<file path="src/rtl/qesa_pkg.sv">
// Package for the quadrature encoder speed/angle unit.
// Shared constants, register codes and the configuration struct; no dependencies.
`default_nettype none

package qesa_pkg;

    localparam int COUNT_WIDTH_DEF  = 48;
    localparam int FILTER_WIDTH_DEF = 10;

    localparam int CPR_W    = 16;
    localparam int TPS_W    = 27;
    localparam int GLITCH_W = 10;
    localparam int CFG_W    = 27;
    localparam int TICK_W   = 32;
    localparam int MUL_W    = 32;
    localparam int DEN_W    = 68;
    localparam int ANG_W    = 64;
    localparam int WRAP_W   = 19;
    localparam int VEL_W    = 32;

    localparam logic [1:0] CFG_CPR    = 2'd0;
    localparam logic [1:0] CFG_TPS    = 2'd1;
    localparam logic [1:0] CFG_GLITCH = 2'd2;

    localparam logic [CPR_W-1:0]    CPR_RESET    = 16'd2400;
    localparam logic [TPS_W-1:0]    TPS_RESET    = 27'd1000000;
    localparam logic [GLITCH_W-1:0] GLITCH_RESET = 10'd1;

    localparam logic [MUL_W-1:0] MDEG_PER_REV = 32'd360000;
    localparam logic [MUL_W-1:0] PI_NANO      = 32'd3141592653;
    localparam logic [MUL_W-1:0] MICRO        = 32'd1000000;

    typedef struct packed {
        logic [CPR_W-1:0]    cpr;
        logic [TPS_W-1:0]    tps;
        logic [GLITCH_W-1:0] glitch;
    } t_cfg;

endpackage

`default_nettype wire

</file>
<file path="src/rtl/qesa_fifo.sv">
// Two-entry request queue between front and back.
// Depends on nothing but its data width parameter.
`default_nettype none

module qesa_fifo #(
    parameter int DATA_W = 128
) (
    input  wire logic              i_clk,
    input  wire logic              i_rst_n,
    input  wire logic              i_push,
    input  wire logic [DATA_W-1:0] i_push_data,
    input  wire logic              i_pop,
    output logic                   o_full,
    output logic                   o_valid,
    output logic [DATA_W-1:0]      o_data
);

    logic [DATA_W-1:0] r_mem [2];
    logic              r_wp;
    logic              r_rp;
    logic [1:0]        r_cnt;

    assign o_full  = (r_cnt == 2'd2);
    assign o_valid = (r_cnt != 2'd0);
    assign o_data  = r_mem[r_rp];

    always_ff @(posedge i_clk) begin
        if (!i_rst_n) begin
            r_wp  <= 1'b0;
            r_rp  <= 1'b0;
            r_cnt <= 2'd0;
        end else begin
            if (i_push) r_wp <= ~r_wp;
            if (i_pop)  r_rp <= ~r_rp;
            if (i_push && !i_pop)      r_cnt <= r_cnt + 2'd1;
            else if (!i_push && i_pop) r_cnt <= r_cnt - 2'd1;
        end
    end

    always_ff @(posedge i_clk) begin
        if (i_push) r_mem[r_wp] <= i_push_data;
    end

endmodule

`default_nettype wire

</file>
<file path="src/rtl/qesa_front.sv">
// Front end: pin glitch filters, x4 counter, tick counter and read snapshot.
// Depends on qesa_pkg; pushes read requests into qesa_fifo.
`default_nettype none

module qesa_front
    import qesa_pkg::*;
#(
    parameter int COUNT_WIDTH  = COUNT_WIDTH_DEF,
    parameter int FILTER_WIDTH = FILTER_WIDTH_DEF
) (
    input  wire logic                          i_clk,
    input  wire logic                          i_rst_n,
    input  wire logic                          i_in_valid,
    input  wire logic                          i_pin_a,
    input  wire logic                          i_pin_b,
    input  wire logic                          i_read_now,
    output logic                               o_in_stall,
    input  wire t_cfg                          i_cfg,
    input  wire logic                          i_full,
    output logic                               o_push,
    output logic [2*COUNT_WIDTH+TICK_W-1:0]    o_push_data
);

    localparam int LW = 17;
    localparam logic [LW-1:0] FILT_MAX = LW'((1 << FILTER_WIDTH) - 1);

    logic                    r_lvl [2];
    logic [FILTER_WIDTH-1:0] r_stab [2];
    logic [COUNT_WIDTH-1:0]  r_total;
    logic [COUNT_WIDTH-1:0]  r_last;
    logic [TICK_W-1:0]       r_ticks;
    logic                    r_seen;

    logic                    n_lvl [2];
    logic [FILTER_WIDTH-1:0] n_stab [2];
    logic                    chg [2];
    logic [COUNT_WIDTH-1:0]  n_total;
    logic [TICK_W-1:0]       ticks_inc;
    logic [TICK_W-1:0]       dt;
    logic [LW-1:0]           lim;
    logic [LW-1:0]           c;
    logic                    raw;
    logic                    accept;

    assign accept     = i_in_valid && !i_full;
    assign o_in_stall = i_full;

    always_comb begin
        lim = ({7'd0, i_cfg.glitch} > FILT_MAX) ? FILT_MAX : {7'd0, i_cfg.glitch};
        for (int p = 0; p < 2; p++) begin
            raw = (p == 0) ? i_pin_a : i_pin_b;
            c = LW'(r_stab[p]) + LW'(1);
            n_lvl[p]  = r_lvl[p];
            n_stab[p] = r_stab[p];
            chg[p]    = 1'b0;
            if (raw == r_lvl[p]) begin
                n_stab[p] = '0;
            end else if (c > lim) begin
                n_lvl[p]  = raw;
                n_stab[p] = '0;
                chg[p]    = 1'b1;
            end else begin
                n_stab[p] = c[FILTER_WIDTH-1:0];
            end
        end
        n_total = r_total;
        if (chg[0] && !chg[1]) begin
            n_total = (n_lvl[0] != n_lvl[1]) ? r_total + COUNT_WIDTH'(1)
                                             : r_total - COUNT_WIDTH'(1);
        end else if (chg[1] && !chg[0]) begin
            n_total = (n_lvl[1] == n_lvl[0]) ? r_total + COUNT_WIDTH'(1)
                                             : r_total - COUNT_WIDTH'(1);
        end
        ticks_inc = (&r_ticks) ? r_ticks : r_ticks + TICK_W'(1);
        dt = (r_seen && ticks_inc != '0) ? ticks_inc : {5'd0, i_cfg.tps};
    end

    assign o_push      = accept && i_read_now;
    assign o_push_data = {n_total, n_total - r_last, dt};

    always_ff @(posedge i_clk) begin
        if (!i_rst_n) begin
            for (int p = 0; p < 2; p++) begin
                r_lvl[p]  <= 1'b0;
                r_stab[p] <= '0;
            end
            r_total <= '0;
            r_last  <= '0;
            r_ticks <= '0;
            r_seen  <= 1'b0;
        end else if (accept) begin
            for (int p = 0; p < 2; p++) begin
                r_lvl[p]  <= n_lvl[p];
                r_stab[p] <= n_stab[p];
            end
            r_total <= n_total;
            if (i_read_now) begin
                r_last  <= n_total;
                r_ticks <= '0;
                r_seen  <= 1'b1;
            end else begin
                r_ticks <= ticks_inc;
            end
        end
    end

endmodule

`default_nettype wire

</file>
<file path="src/rtl/qesa_back.sv">
// Back end: serial shift-add multiplier and restoring divider that turn a read
// snapshot into angles and velocity. Depends on qesa_pkg; pops qesa_fifo.
`default_nettype none

module qesa_back
    import qesa_pkg::*;
#(
    parameter int COUNT_WIDTH = COUNT_WIDTH_DEF
) (
    input  wire logic                              i_clk,
    input  wire logic                              i_rst_n,
    input  wire t_cfg                              i_cfg,
    input  wire logic                              i_ent_valid,
    input  wire logic [2*COUNT_WIDTH+TICK_W-1:0]   i_ent_data,
    output logic                                   o_pop,
    output logic                                   o_out_valid,
    input  wire logic                              i_out_stall,
    output logic signed [COUNT_WIDTH-1:0]          o_position_count,
    output logic signed [ANG_W-1:0]                o_angle_accum_mdeg,
    output logic [WRAP_W-1:0]                      o_angle_wrapped_mdeg,
    output logic signed [VEL_W-1:0]                o_velocity_mrad_s
);

    localparam int W    = COUNT_WIDTH + 60;
    localparam int RW   = DEN_W + 1;
    localparam int CNTW = $clog2(W + 1);

    localparam logic [3:0] S_ACC_MUL = 4'd0;
    localparam logic [3:0] S_ACC_DIV = 4'd1;
    localparam logic [3:0] S_REM     = 4'd2;
    localparam logic [3:0] S_WR_MUL  = 4'd3;
    localparam logic [3:0] S_WR_DIV  = 4'd4;
    localparam logic [3:0] S_DEN_DT  = 4'd5;
    localparam logic [3:0] S_DEN_US  = 4'd6;
    localparam logic [3:0] S_VEL_PI  = 4'd7;
    localparam logic [3:0] S_VEL_TPS = 4'd8;
    localparam logic [3:0] S_VEL_DIV = 4'd9;
    localparam logic [3:0] S_OUT     = 4'd10;

    localparam logic [W-1:0] ANG_MAG_MIN = W'(1) << (ANG_W - 1);
    localparam logic [W-1:0] VEL_MAG_MIN = W'(1) << (VEL_W - 1);

    logic [3:0]       r_step;
    logic             r_busy;
    logic [CNTW-1:0]  r_cnt;
    logic             r_out_valid;
    logic [W-1:0]     r_acc;
    logic [W-1:0]     r_aux;
    logic [MUL_W-1:0] r_mul;
    logic [RW-1:0]    r_rem;
    logic [DEN_W-1:0] r_den;
    logic [W-1:0]     r_qa;
    logic [WRAP_W-1:0] r_wrap;

    logic [COUNT_WIDTH-1:0] ent_count;
    logic [COUNT_WIDTH-1:0] ent_delta;
    logic [TICK_W-1:0]      ent_dt;
    logic                   neg_c;
    logic                   neg_d;
    logic [COUNT_WIDTH-1:0] mag_c;
    logic [COUNT_WIDTH-1:0] mag_d;
    logic [CPR_W-1:0]       rem16;
    logic [CPR_W-1:0]       rprime;
    logic                   is_div;
    logic [W-1:0]           src;
    logic [MUL_W-1:0]       mul_b;
    logic [DEN_W-1:0]       divisor;
    logic [RW-1:0]          rem_t;
    logic                   ge;
    logic [RW-1:0]          n_rem;
    logic [W-1:0]           n_aux;
    logic [W-1:0]           n_acc;
    logic                   last;
    logic                   start;
    logic                   out_free;
    logic                   out_load;
    logic [ANG_W-1:0]       ang_sat;
    logic [VEL_W-1:0]       vel_sat;

    assign ent_count = i_ent_data[2*COUNT_WIDTH+TICK_W-1 -: COUNT_WIDTH];
    assign ent_delta = i_ent_data[COUNT_WIDTH+TICK_W-1 -: COUNT_WIDTH];
    assign ent_dt    = i_ent_data[TICK_W-1:0];
    assign neg_c     = ent_count[COUNT_WIDTH-1];
    assign neg_d     = ent_delta[COUNT_WIDTH-1];
    assign mag_c     = neg_c ? ~ent_count + COUNT_WIDTH'(1) : ent_count;
    assign mag_d     = neg_d ? ~ent_delta + COUNT_WIDTH'(1) : ent_delta;
    assign rem16     = r_rem[CPR_W-1:0];
    assign rprime    = (neg_c && rem16 != '0) ? i_cfg.cpr - rem16 : rem16;

    assign is_div = (r_step == S_ACC_DIV) || (r_step == S_REM) ||
                    (r_step == S_WR_DIV) || (r_step == S_VEL_DIV);
    assign last     = r_busy && (r_cnt == CNTW'(1));
    assign start    = !r_busy && (r_step != S_OUT) &&
                      (r_step != S_ACC_MUL || i_ent_valid);
    assign out_free = !r_out_valid || !i_out_stall;
    assign out_load = !r_busy && (r_step == S_OUT) && out_free;
    assign o_pop    = out_load;
    assign o_out_valid = r_out_valid;

    always_comb begin
        case (r_step)
            S_ACC_MUL, S_REM: src = {{(W-COUNT_WIDTH){1'b0}}, mag_c};
            S_WR_MUL:         src = {{(W-CPR_W){1'b0}}, rprime};
            S_DEN_DT:         src = {{(W-CPR_W){1'b0}}, i_cfg.cpr};
            S_VEL_PI:         src = {{(W-COUNT_WIDTH){1'b0}}, mag_d};
            default:          src = r_acc;
        endcase
        case (r_step)
            S_ACC_MUL, S_WR_MUL: mul_b = MDEG_PER_REV;
            S_DEN_DT:            mul_b = ent_dt;
            S_DEN_US:            mul_b = MICRO;
            S_VEL_PI:            mul_b = PI_NANO;
            S_VEL_TPS:           mul_b = {4'd0, i_cfg.tps, 1'b0};
            default:             mul_b = '0;
        endcase
        divisor = (r_step == S_VEL_DIV) ? r_den : {{(DEN_W-CPR_W){1'b0}}, i_cfg.cpr};
        rem_t = {r_rem[RW-2:0], r_aux[W-1]};
        ge    = rem_t >= {1'b0, divisor};
        n_rem = ge ? rem_t - {1'b0, divisor} : rem_t;
        n_aux = {r_aux[W-2:0], ge};
        n_acc = r_mul[0] ? r_acc + r_aux : r_acc;

        if (neg_c) begin
            ang_sat = (r_qa > ANG_MAG_MIN) ? {1'b1, {(ANG_W-1){1'b0}}}
                                           : ~r_qa[ANG_W-1:0] + ANG_W'(1);
        end else begin
            ang_sat = (r_qa > ANG_MAG_MIN - W'(1)) ? {1'b0, {(ANG_W-1){1'b1}}}
                                                    : r_qa[ANG_W-1:0];
        end
        if (neg_d) begin
            vel_sat = (r_acc > VEL_MAG_MIN) ? {1'b1, {(VEL_W-1){1'b0}}}
                                            : ~r_acc[VEL_W-1:0] + VEL_W'(1);
        end else begin
            vel_sat = (r_acc > VEL_MAG_MIN - W'(1)) ? {1'b0, {(VEL_W-1){1'b1}}}
                                                     : r_acc[VEL_W-1:0];
        end
    end

    always_ff @(posedge i_clk) begin
        if (!i_rst_n) begin
            r_step      <= S_ACC_MUL;
            r_busy      <= 1'b0;
            r_cnt       <= '0;
            r_out_valid <= 1'b0;
        end else begin
            if (out_load)          r_out_valid <= 1'b1;
            else if (!i_out_stall) r_out_valid <= 1'b0;
            if (r_busy) begin
                r_cnt <= r_cnt - CNTW'(1);
                if (last) begin
                    r_busy <= 1'b0;
                    r_step <= r_step + 4'd1;
                end
            end else if (out_load) begin
                r_step <= S_ACC_MUL;
            end else if (start) begin
                r_busy <= 1'b1;
                r_cnt  <= is_div ? CNTW'(W) : CNTW'(MUL_W);
            end
        end
    end

    always_ff @(posedge i_clk) begin
        if (start) begin
            r_aux <= src;
            r_mul <= mul_b;
            if (is_div) r_rem <= '0;
            else        r_acc <= '0;
        end else if (r_busy) begin
            if (is_div) begin
                r_aux <= n_aux;
                r_rem <= n_rem;
                if (last) begin
                    r_acc <= n_aux;
                    if (r_step == S_ACC_DIV) r_qa   <= n_aux;
                    if (r_step == S_WR_DIV)  r_wrap <= n_aux[WRAP_W-1:0];
                end
            end else begin
                r_acc <= n_acc;
                r_aux <= {r_aux[W-2:0], 1'b0};
                r_mul <= {1'b0, r_mul[MUL_W-1:1]};
                if (last && r_step == S_DEN_US) r_den <= n_acc[DEN_W-1:0];
            end
        end
        if (out_load) begin
            o_position_count     <= ent_count;
            o_angle_accum_mdeg   <= ang_sat;
            o_angle_wrapped_mdeg <= r_wrap;
            o_velocity_mrad_s    <= vel_sat;
        end
    end

`ifndef SYNTHESIS
    a_step_range: assert property (@(posedge i_clk) disable iff (!i_rst_n)
        r_step <= S_OUT) else $error("sequencer step out of range");
    a_no_busy_out: assert property (@(posedge i_clk) disable iff (!i_rst_n)
        r_busy |-> r_step != S_OUT) else $error("serial unit busy at output step");
    a_entry_held: assert property (@(posedge i_clk) disable iff (!i_rst_n)
        (r_busy || r_step != S_ACC_MUL) |-> i_ent_valid)
        else $error("request left queue while in work");
`endif

endmodule

`default_nettype wire

</file>
<file path="src/rtl/quadrature_encoder_speed_angle_unit.sv">
// Top level of the quadrature encoder speed/angle unit: configuration
// registers, front end, request queue and back end. Depends on qesa_pkg.
`default_nettype none

// Pin samples are taken one per cycle while the input is not stalled, and counted
// at once. A read request is snapshotted and queued (two deep); the back end works
// it out on one shared serial multiply/divide unit. Only with two reads queued
// does the input stall.

module quadrature_encoder_speed_angle_unit
    import qesa_pkg::*;
#(
    parameter int COUNT_WIDTH  = COUNT_WIDTH_DEF,
    parameter int FILTER_WIDTH = FILTER_WIDTH_DEF
) (
    input  wire logic                      i_clk,
    input  wire logic                      i_rst_n,
    input  wire logic                      i_in_valid,
    output logic                           o_in_stall,
    input  wire logic                      i_pin_a,
    input  wire logic                      i_pin_b,
    input  wire logic                      i_read_now,
    output logic                           o_out_valid,
    input  wire logic                      i_out_stall,
    output logic signed [COUNT_WIDTH-1:0]  o_position_count,
    output logic signed [ANG_W-1:0]        o_angle_accum_mdeg,
    output logic [WRAP_W-1:0]              o_angle_wrapped_mdeg,
    output logic signed [VEL_W-1:0]        o_velocity_mrad_s,
    input  wire logic                      i_cfg_valid,
    output logic                           o_cfg_ready,
    input  wire logic [1:0]                i_cfg_index,
    input  wire logic [CFG_W-1:0]          i_cfg_data
);

    localparam int ENT_W = 2*COUNT_WIDTH + TICK_W;

    logic [CPR_W-1:0]    r_cpr;
    logic [TPS_W-1:0]    r_tps;
    logic [GLITCH_W-1:0] r_glitch;
    t_cfg                cfg;
    logic                push;
    logic [ENT_W-1:0]    push_data;
    logic                full;
    logic                pop;
    logic                ent_valid;
    logic [ENT_W-1:0]    ent_data;

    assign o_cfg_ready = 1'b1;
    assign cfg.cpr    = (r_cpr == '0) ? CPR_W'(1) : r_cpr;
    assign cfg.tps    = (r_tps == '0) ? TPS_W'(1) : r_tps;
    assign cfg.glitch = r_glitch;

    always_ff @(posedge i_clk) begin
        if (!i_rst_n) begin
            r_cpr    <= CPR_RESET;
            r_tps    <= TPS_RESET;
            r_glitch <= GLITCH_RESET;
        end else if (i_cfg_valid) begin
            case (i_cfg_index)
                CFG_CPR:    r_cpr    <= i_cfg_data[CPR_W-1:0];
                CFG_TPS:    r_tps    <= i_cfg_data[TPS_W-1:0];
                CFG_GLITCH: r_glitch <= i_cfg_data[GLITCH_W-1:0];
                default:    ;
            endcase
        end
    end

    qesa_front #(
        .COUNT_WIDTH  (COUNT_WIDTH),
        .FILTER_WIDTH (FILTER_WIDTH)
    ) u_front (
        .i_clk       (i_clk),
        .i_rst_n     (i_rst_n),
        .i_in_valid  (i_in_valid),
        .i_pin_a     (i_pin_a),
        .i_pin_b     (i_pin_b),
        .i_read_now  (i_read_now),
        .o_in_stall  (o_in_stall),
        .i_cfg       (cfg),
        .i_full      (full),
        .o_push      (push),
        .o_push_data (push_data)
    );

    qesa_fifo #(
        .DATA_W (ENT_W)
    ) u_fifo (
        .i_clk       (i_clk),
        .i_rst_n     (i_rst_n),
        .i_push      (push),
        .i_push_data (push_data),
        .i_pop       (pop),
        .o_full      (full),
        .o_valid     (ent_valid),
        .o_data      (ent_data)
    );

    qesa_back #(
        .COUNT_WIDTH (COUNT_WIDTH)
    ) u_back (
        .i_clk                (i_clk),
        .i_rst_n              (i_rst_n),
        .i_cfg                (cfg),
        .i_ent_valid          (ent_valid),
        .i_ent_data           (ent_data),
        .o_pop                (pop),
        .o_out_valid          (o_out_valid),
        .i_out_stall          (i_out_stall),
        .o_position_count     (o_position_count),
        .o_angle_accum_mdeg   (o_angle_accum_mdeg),
        .o_angle_wrapped_mdeg (o_angle_wrapped_mdeg),
        .o_velocity_mrad_s    (o_velocity_mrad_s)
    );

endmodule

`default_nettype wire

</file>
<file path="config.mk">
export PLATFORM = sky130hd
export DESIGN_NAME = quadrature_encoder_speed_angle_unit
export DESIGN_NICKNAME = d
export VERILOG_FILES = /design/src/rtl/qesa_pkg.sv /design/src/rtl/qesa_fifo.sv /design/src/rtl/qesa_front.sv /design/src/rtl/qesa_back.sv /design/src/rtl/quadrature_encoder_speed_angle_unit.sv
export SDC_FILE = /design/constraint.sdc
export NUM_CORES = 2
export LEC_CHECK = 0
export BUFFER_PORTS_ARGS = -buffer_cell sky130_fd_sc_hd__buf_2
export CAP_MARGIN = 20
export CORE_ASPECT_RATIO = 0.6
export CORE_MARGIN = 2
export CORE_UTILIZATION = 58
export DETAILED_ROUTE_END_ITERATION = 7
export PLACE_DENSITY = 0.75
export SLEW_MARGIN = 20
export SYNTH_ARGS = -nofsm -noshare
export SYNTH_HDL_FRONTEND = slang
export SYNTH_SLANG_ARGS = --single-unit
</file>
<file path="constraint.sdc">
create_clock -name i_clk -period 12.8 [get_ports i_clk]
set_input_delay 1.92 -clock i_clk [delete_from_list [all_inputs] [get_ports i_clk]]
set_output_delay 1.92 -clock i_clk [all_outputs]
set_load 0.05 [all_outputs]
</file>
==> run summary <==
The final layout contains 7201 nets. The first global-routing pass estimated 318000 um of wire. The part of the Yosys area used for sequential elements is 0.485. Timing analysis after detailed placement gives a worst setup slack of 3450 ps. In this run the static leakage power is 26.9 nW. Global routing finished with a remaining overflow of 0.

The floorplan has 96 rows. The power density over the cells came out at 221 nW/um^2. The endpoint class of the critical path was a flop. The post-synthesis cell type count came out at 88. The total nets after synthesis is 7202, and the post-cts hold buffer count is 0.

The run gives 55691 as the via count of the routed design. The average vias per placed instance is 6.55, and the average footprint of a synthesized cell is 9.75 sq um. The tools report the data arrival time of the critical path as 10130 ps. The final layout contains routed wiring with a total length of 214000 um. The run gives 0 as the number of routed nets with antenna violations.

Leaving out fill and tap cells, the most frequent cell in the layout is sky130_fd_sc_hd__nand2_1. The Yosys step of the flow raised 0 warnings. From synthesis to final layout, the design area changed by 8.77%. Across the run, the number of max-cap violations was 0. In this run, CTS created clock tree buffers numbering 107.

After clock tree synthesis, the clock-pin slew on the worst setup and hold paths is 70 ps. The synthesized netlist occupies a cell area of 67100 sq um. The proportion of register bits with asynchronous set or reset after synthesis works out to 0.

Setup violations remaining at the end of the flow were counted as 0. The slowest stage of the critical path belongs to the cell sky130_fd_sc_hd__mux2i_1. After synthesis the netlist holds a flip-flop and latch count of 1152. The floorplan step defined a die boundary enclosing 119000 sq um. Worst max-slew margin expressed relative to the limit: 0.121. Once the clock tree was built, the setup fixing pass inserted 0 buffers. The tools report the global routing usage on met3 as 0.115. In this design, the stage delay of the slowest critical-path cell is 670 ps. The final period utilization was 0.756; the count of flip-flops with a built-in enable after synthesis was 952. Setup repair after global routing left no endpoint under its margin. Routability-driven placement finished with a final weighted congestion of 1.02. The number of clock sinks is 1152, and the first-pass iteration count of the detailed router is 8.

The share of cells above drive strength 1 was 0.0969. For the total count of hold-check failures in the final report, the log shows 0. TritonCTS built the clock tree.

The number of buffer cells added on primary ports was 201. The logs give 50222 for the number of global-route vias before repair and 8722 for the initial detailed-routing violation count. The critical path start-end classification was flop to flop. From bottom edge to top edge, the die measures 268 um.

Subtracting the final worst setup slack from the clock period gives 9670 ps. For the number of levels in the clock H-tree, the log shows 3. The tools report the clock latency on the worst-skew pair as 740 ps. The most used flip-flop cell after synthesis is sky130_fd_sc_hd__edfxtp_1.

The post-route DRC violation count was 0. The worst setup path is launched from a flop. Across the routed clock network, the largest skew measured is 40.9 ps. Of all nets on the critical path, the largest fanout is 25. The I/O pin count was 203. From left edge to right edge, the die measures 443 um. Among the stages of the critical path, the cell type that occurs most often is sky130_fd_sc_hd__a21o_1. The run gives 6888 as the number of instances in the synthesized netlist. The average wire per cell in the routed design was 25.2 um; the global-route total usage across every layer was 0.352.

Gates resized during post-CTS repair numbered 0. The final-report max-slew violation count was 0. The tools report the CTS root buffer as sky130_fd_sc_hd__clkbuf_16.

Detailed placement ended at an HPWL of 155000 um. The run gives 0.586 as the effective utilization at floorplan. The run finished with clean final reports. The logs give 0 ps for the accumulated negative setup slack and 0.464 for the routing usage on met2.

The logs give 0.541 for the fraction of met1 tracks used by global routing and 165 for the maximum number of pins on one net before global-route repair. The transition time of the tightest slew-check pin is 1300 ps, and the worst IR drop on VDD is 177 uV. Leaving out fill and tap cells, the most frequent cells in the layout are sky130_fd_sc_hd__nand2_1 (1026), sky130_fd_sc_hd__edfxtp_1 (952), sky130_fd_sc_hd__a21oi_1 (481), sky130_fd_sc_hd__o21ai_0 (480), sky130_fd_sc_hd__nor2_1 (422). The region available for standard cell placement spans 115000 sq um.

The maximum clock frequency was 0.103 GHz. In this run the worst hold path is classified as flop to flop. The worst path meets setup with 3130 ps of slack.

STA puts the critical path data required time at 13250 ps. The maximum buffer depth of the clock tree is 3. The layer flagged by global routing as most heavily used is met1. The initial antenna violation count was 14.
flip-flops by register name, indices dropped and copies added, names as in the netlist, 48 cells and up, named ones only:
register,count
u_back.o_angle_accum_mdeg,64
u_back.o_position_count,48
u_back.r_acc,108
u_back.r_aux,108
u_back.r_den,68
u_back.r_qa,108
u_back.r_rem,68
u_fifo.r_mem,256
u_front.r_last,48
u_front.r_total,48
cell families (layout without fill, tap and decap cells):
logic type	count (synthesis)	in the layout	synth area share
muxes	254	254	0.0405
AOI/OAI and AO/OA	1725	1725	0.162
xor gates and xnor gates	446	446	0.0582
buffers and inverters	627	717	0.0353
DFF	1152	1152	0.485
adders and majority gates	277	277	0.0521
and+or+nand+nor	2406	2406	0.166
other	1	4	0.0000558
worst max-delay path: cells and delay by family, from the launching register on:
| kind | cells | cell delay [ps] |
|---|---|---|
| AO/OA/AOI/OAI | 17 | 4700 |
| AND/OR/NAND/NOR | 11 | 1710 |
| buffers and inverters | 3 | 690 |
| adder cells (fa/ha/maj) | 2 | 670 |
| multiplexers | 1 | 670 |
| XOR/XNOR | 3 | 500 |
| flip-flops | 1 | 420 |
synth_stat cells (all sizes together), types with 18 or more instances:
master  number  share of area
o22ai       18         0.0017
buf         47         0.0029
inv        247          0.014
clkbuf     332          0.019
nand3      195          0.015
and3        49         0.0046
a21o       152          0.017
nand2     1028          0.057
nand4       90         0.0084
nand2b      59         0.0056
o21bai      48         0.0054
edfxtp     952           0.43
o31ai       45         0.0050
nor4        84         0.0080
and2        59         0.0055
xor2       180          0.023
a211oi      41         0.0046
a31oi       45         0.0042
a222oi      24         0.0036
a21boi      75         0.0084
dfxtp      200          0.060
o21a        34         0.0038
o311ai      75         0.0098
or2         23         0.0021
or3         77         0.0076
nor2       430          0.024
nor3       156          0.012
o21ai      483          0.036
ha         273          0.051
nor2b       84         0.0078
mux2       139          0.023
a221oi      42         0.0055
mux2i      115          0.017
a21oi      482          0.036
xnor2      266          0.035
final timing paths:
path / cells after the start / slack [ps] / from / endpoint
max reg2reg: 37 / 3130 / u_front.r_stab[0][2]$_SDFFCE_PP0P_ / u_fifo.r_mem[0][79]$_DFFE_PP_
min reg2reg: 0 / 420 / u_back.r_wrap[16]$_DFFE_PP_ / u_back.o_angle_wrapped_mdeg[16]$_DFFE_PP_
max: 37 / 3130 / u_front.r_stab[0][2]$_SDFFCE_PP0P_ / u_fifo.r_mem[0][79]$_DFFE_PP_
min: 0 / 420 / u_back.r_wrap[16]$_DFFE_PP_ / u_back.o_angle_wrapped_mdeg[16]$_DFFE_PP_
stage by stage:
step / instance area, sq um / utilization / total power, mW / cells / hold WS (ps)
after floorplan: 67100 / - / 10.2 / 6888 / 400
after global placement: 69300 / 0.605 / 12.3 / 8297 / 404
after detailed placement: 69300 / 0.605 / 12.4 / 8297 / 407
after CTS: 73000 / 0.637 / 15.8 / 8497 / 420
after global routing: 73000 / 0.637 / 16.9 / 8497 / 434
final: 73000 / 0.637 / 16.1 / 8500 / 422
layout make-up:
| cell class | instances | area (sq um) |
|---|---|---|
| Antenna cell | 3 | 7.51 |
| Timing Repair Buffer | 269 | 1530 |
| Inverter | 248 | 941 |
| Clock buffer | 142 | 3040 |
| Tap cell | 1519 | 1900 |
| Multi-Input combinational cell | 5109 | 32400 |
| Fill cell | 9288 | 41500 |
| Clock inverter | 58 | 666 |
| Sequential cell | 1152 | 32600 |
layer usage:
metal	wire length, um	up-vias
li1	-	25207
met1	93500	26815
met2	82500	3320
met3	31500	343
met4	6400	6
met5	41	-
power by group:
part / switching [mW] / leakage (nW) / internal, mW
logic: 4.46 / 14.6 / 2.45
clock network: 1.50 / 1.82 / 1.92
registers: 0.676 / 10.5 / 5.14
Power figures use the tool's default switching activity.
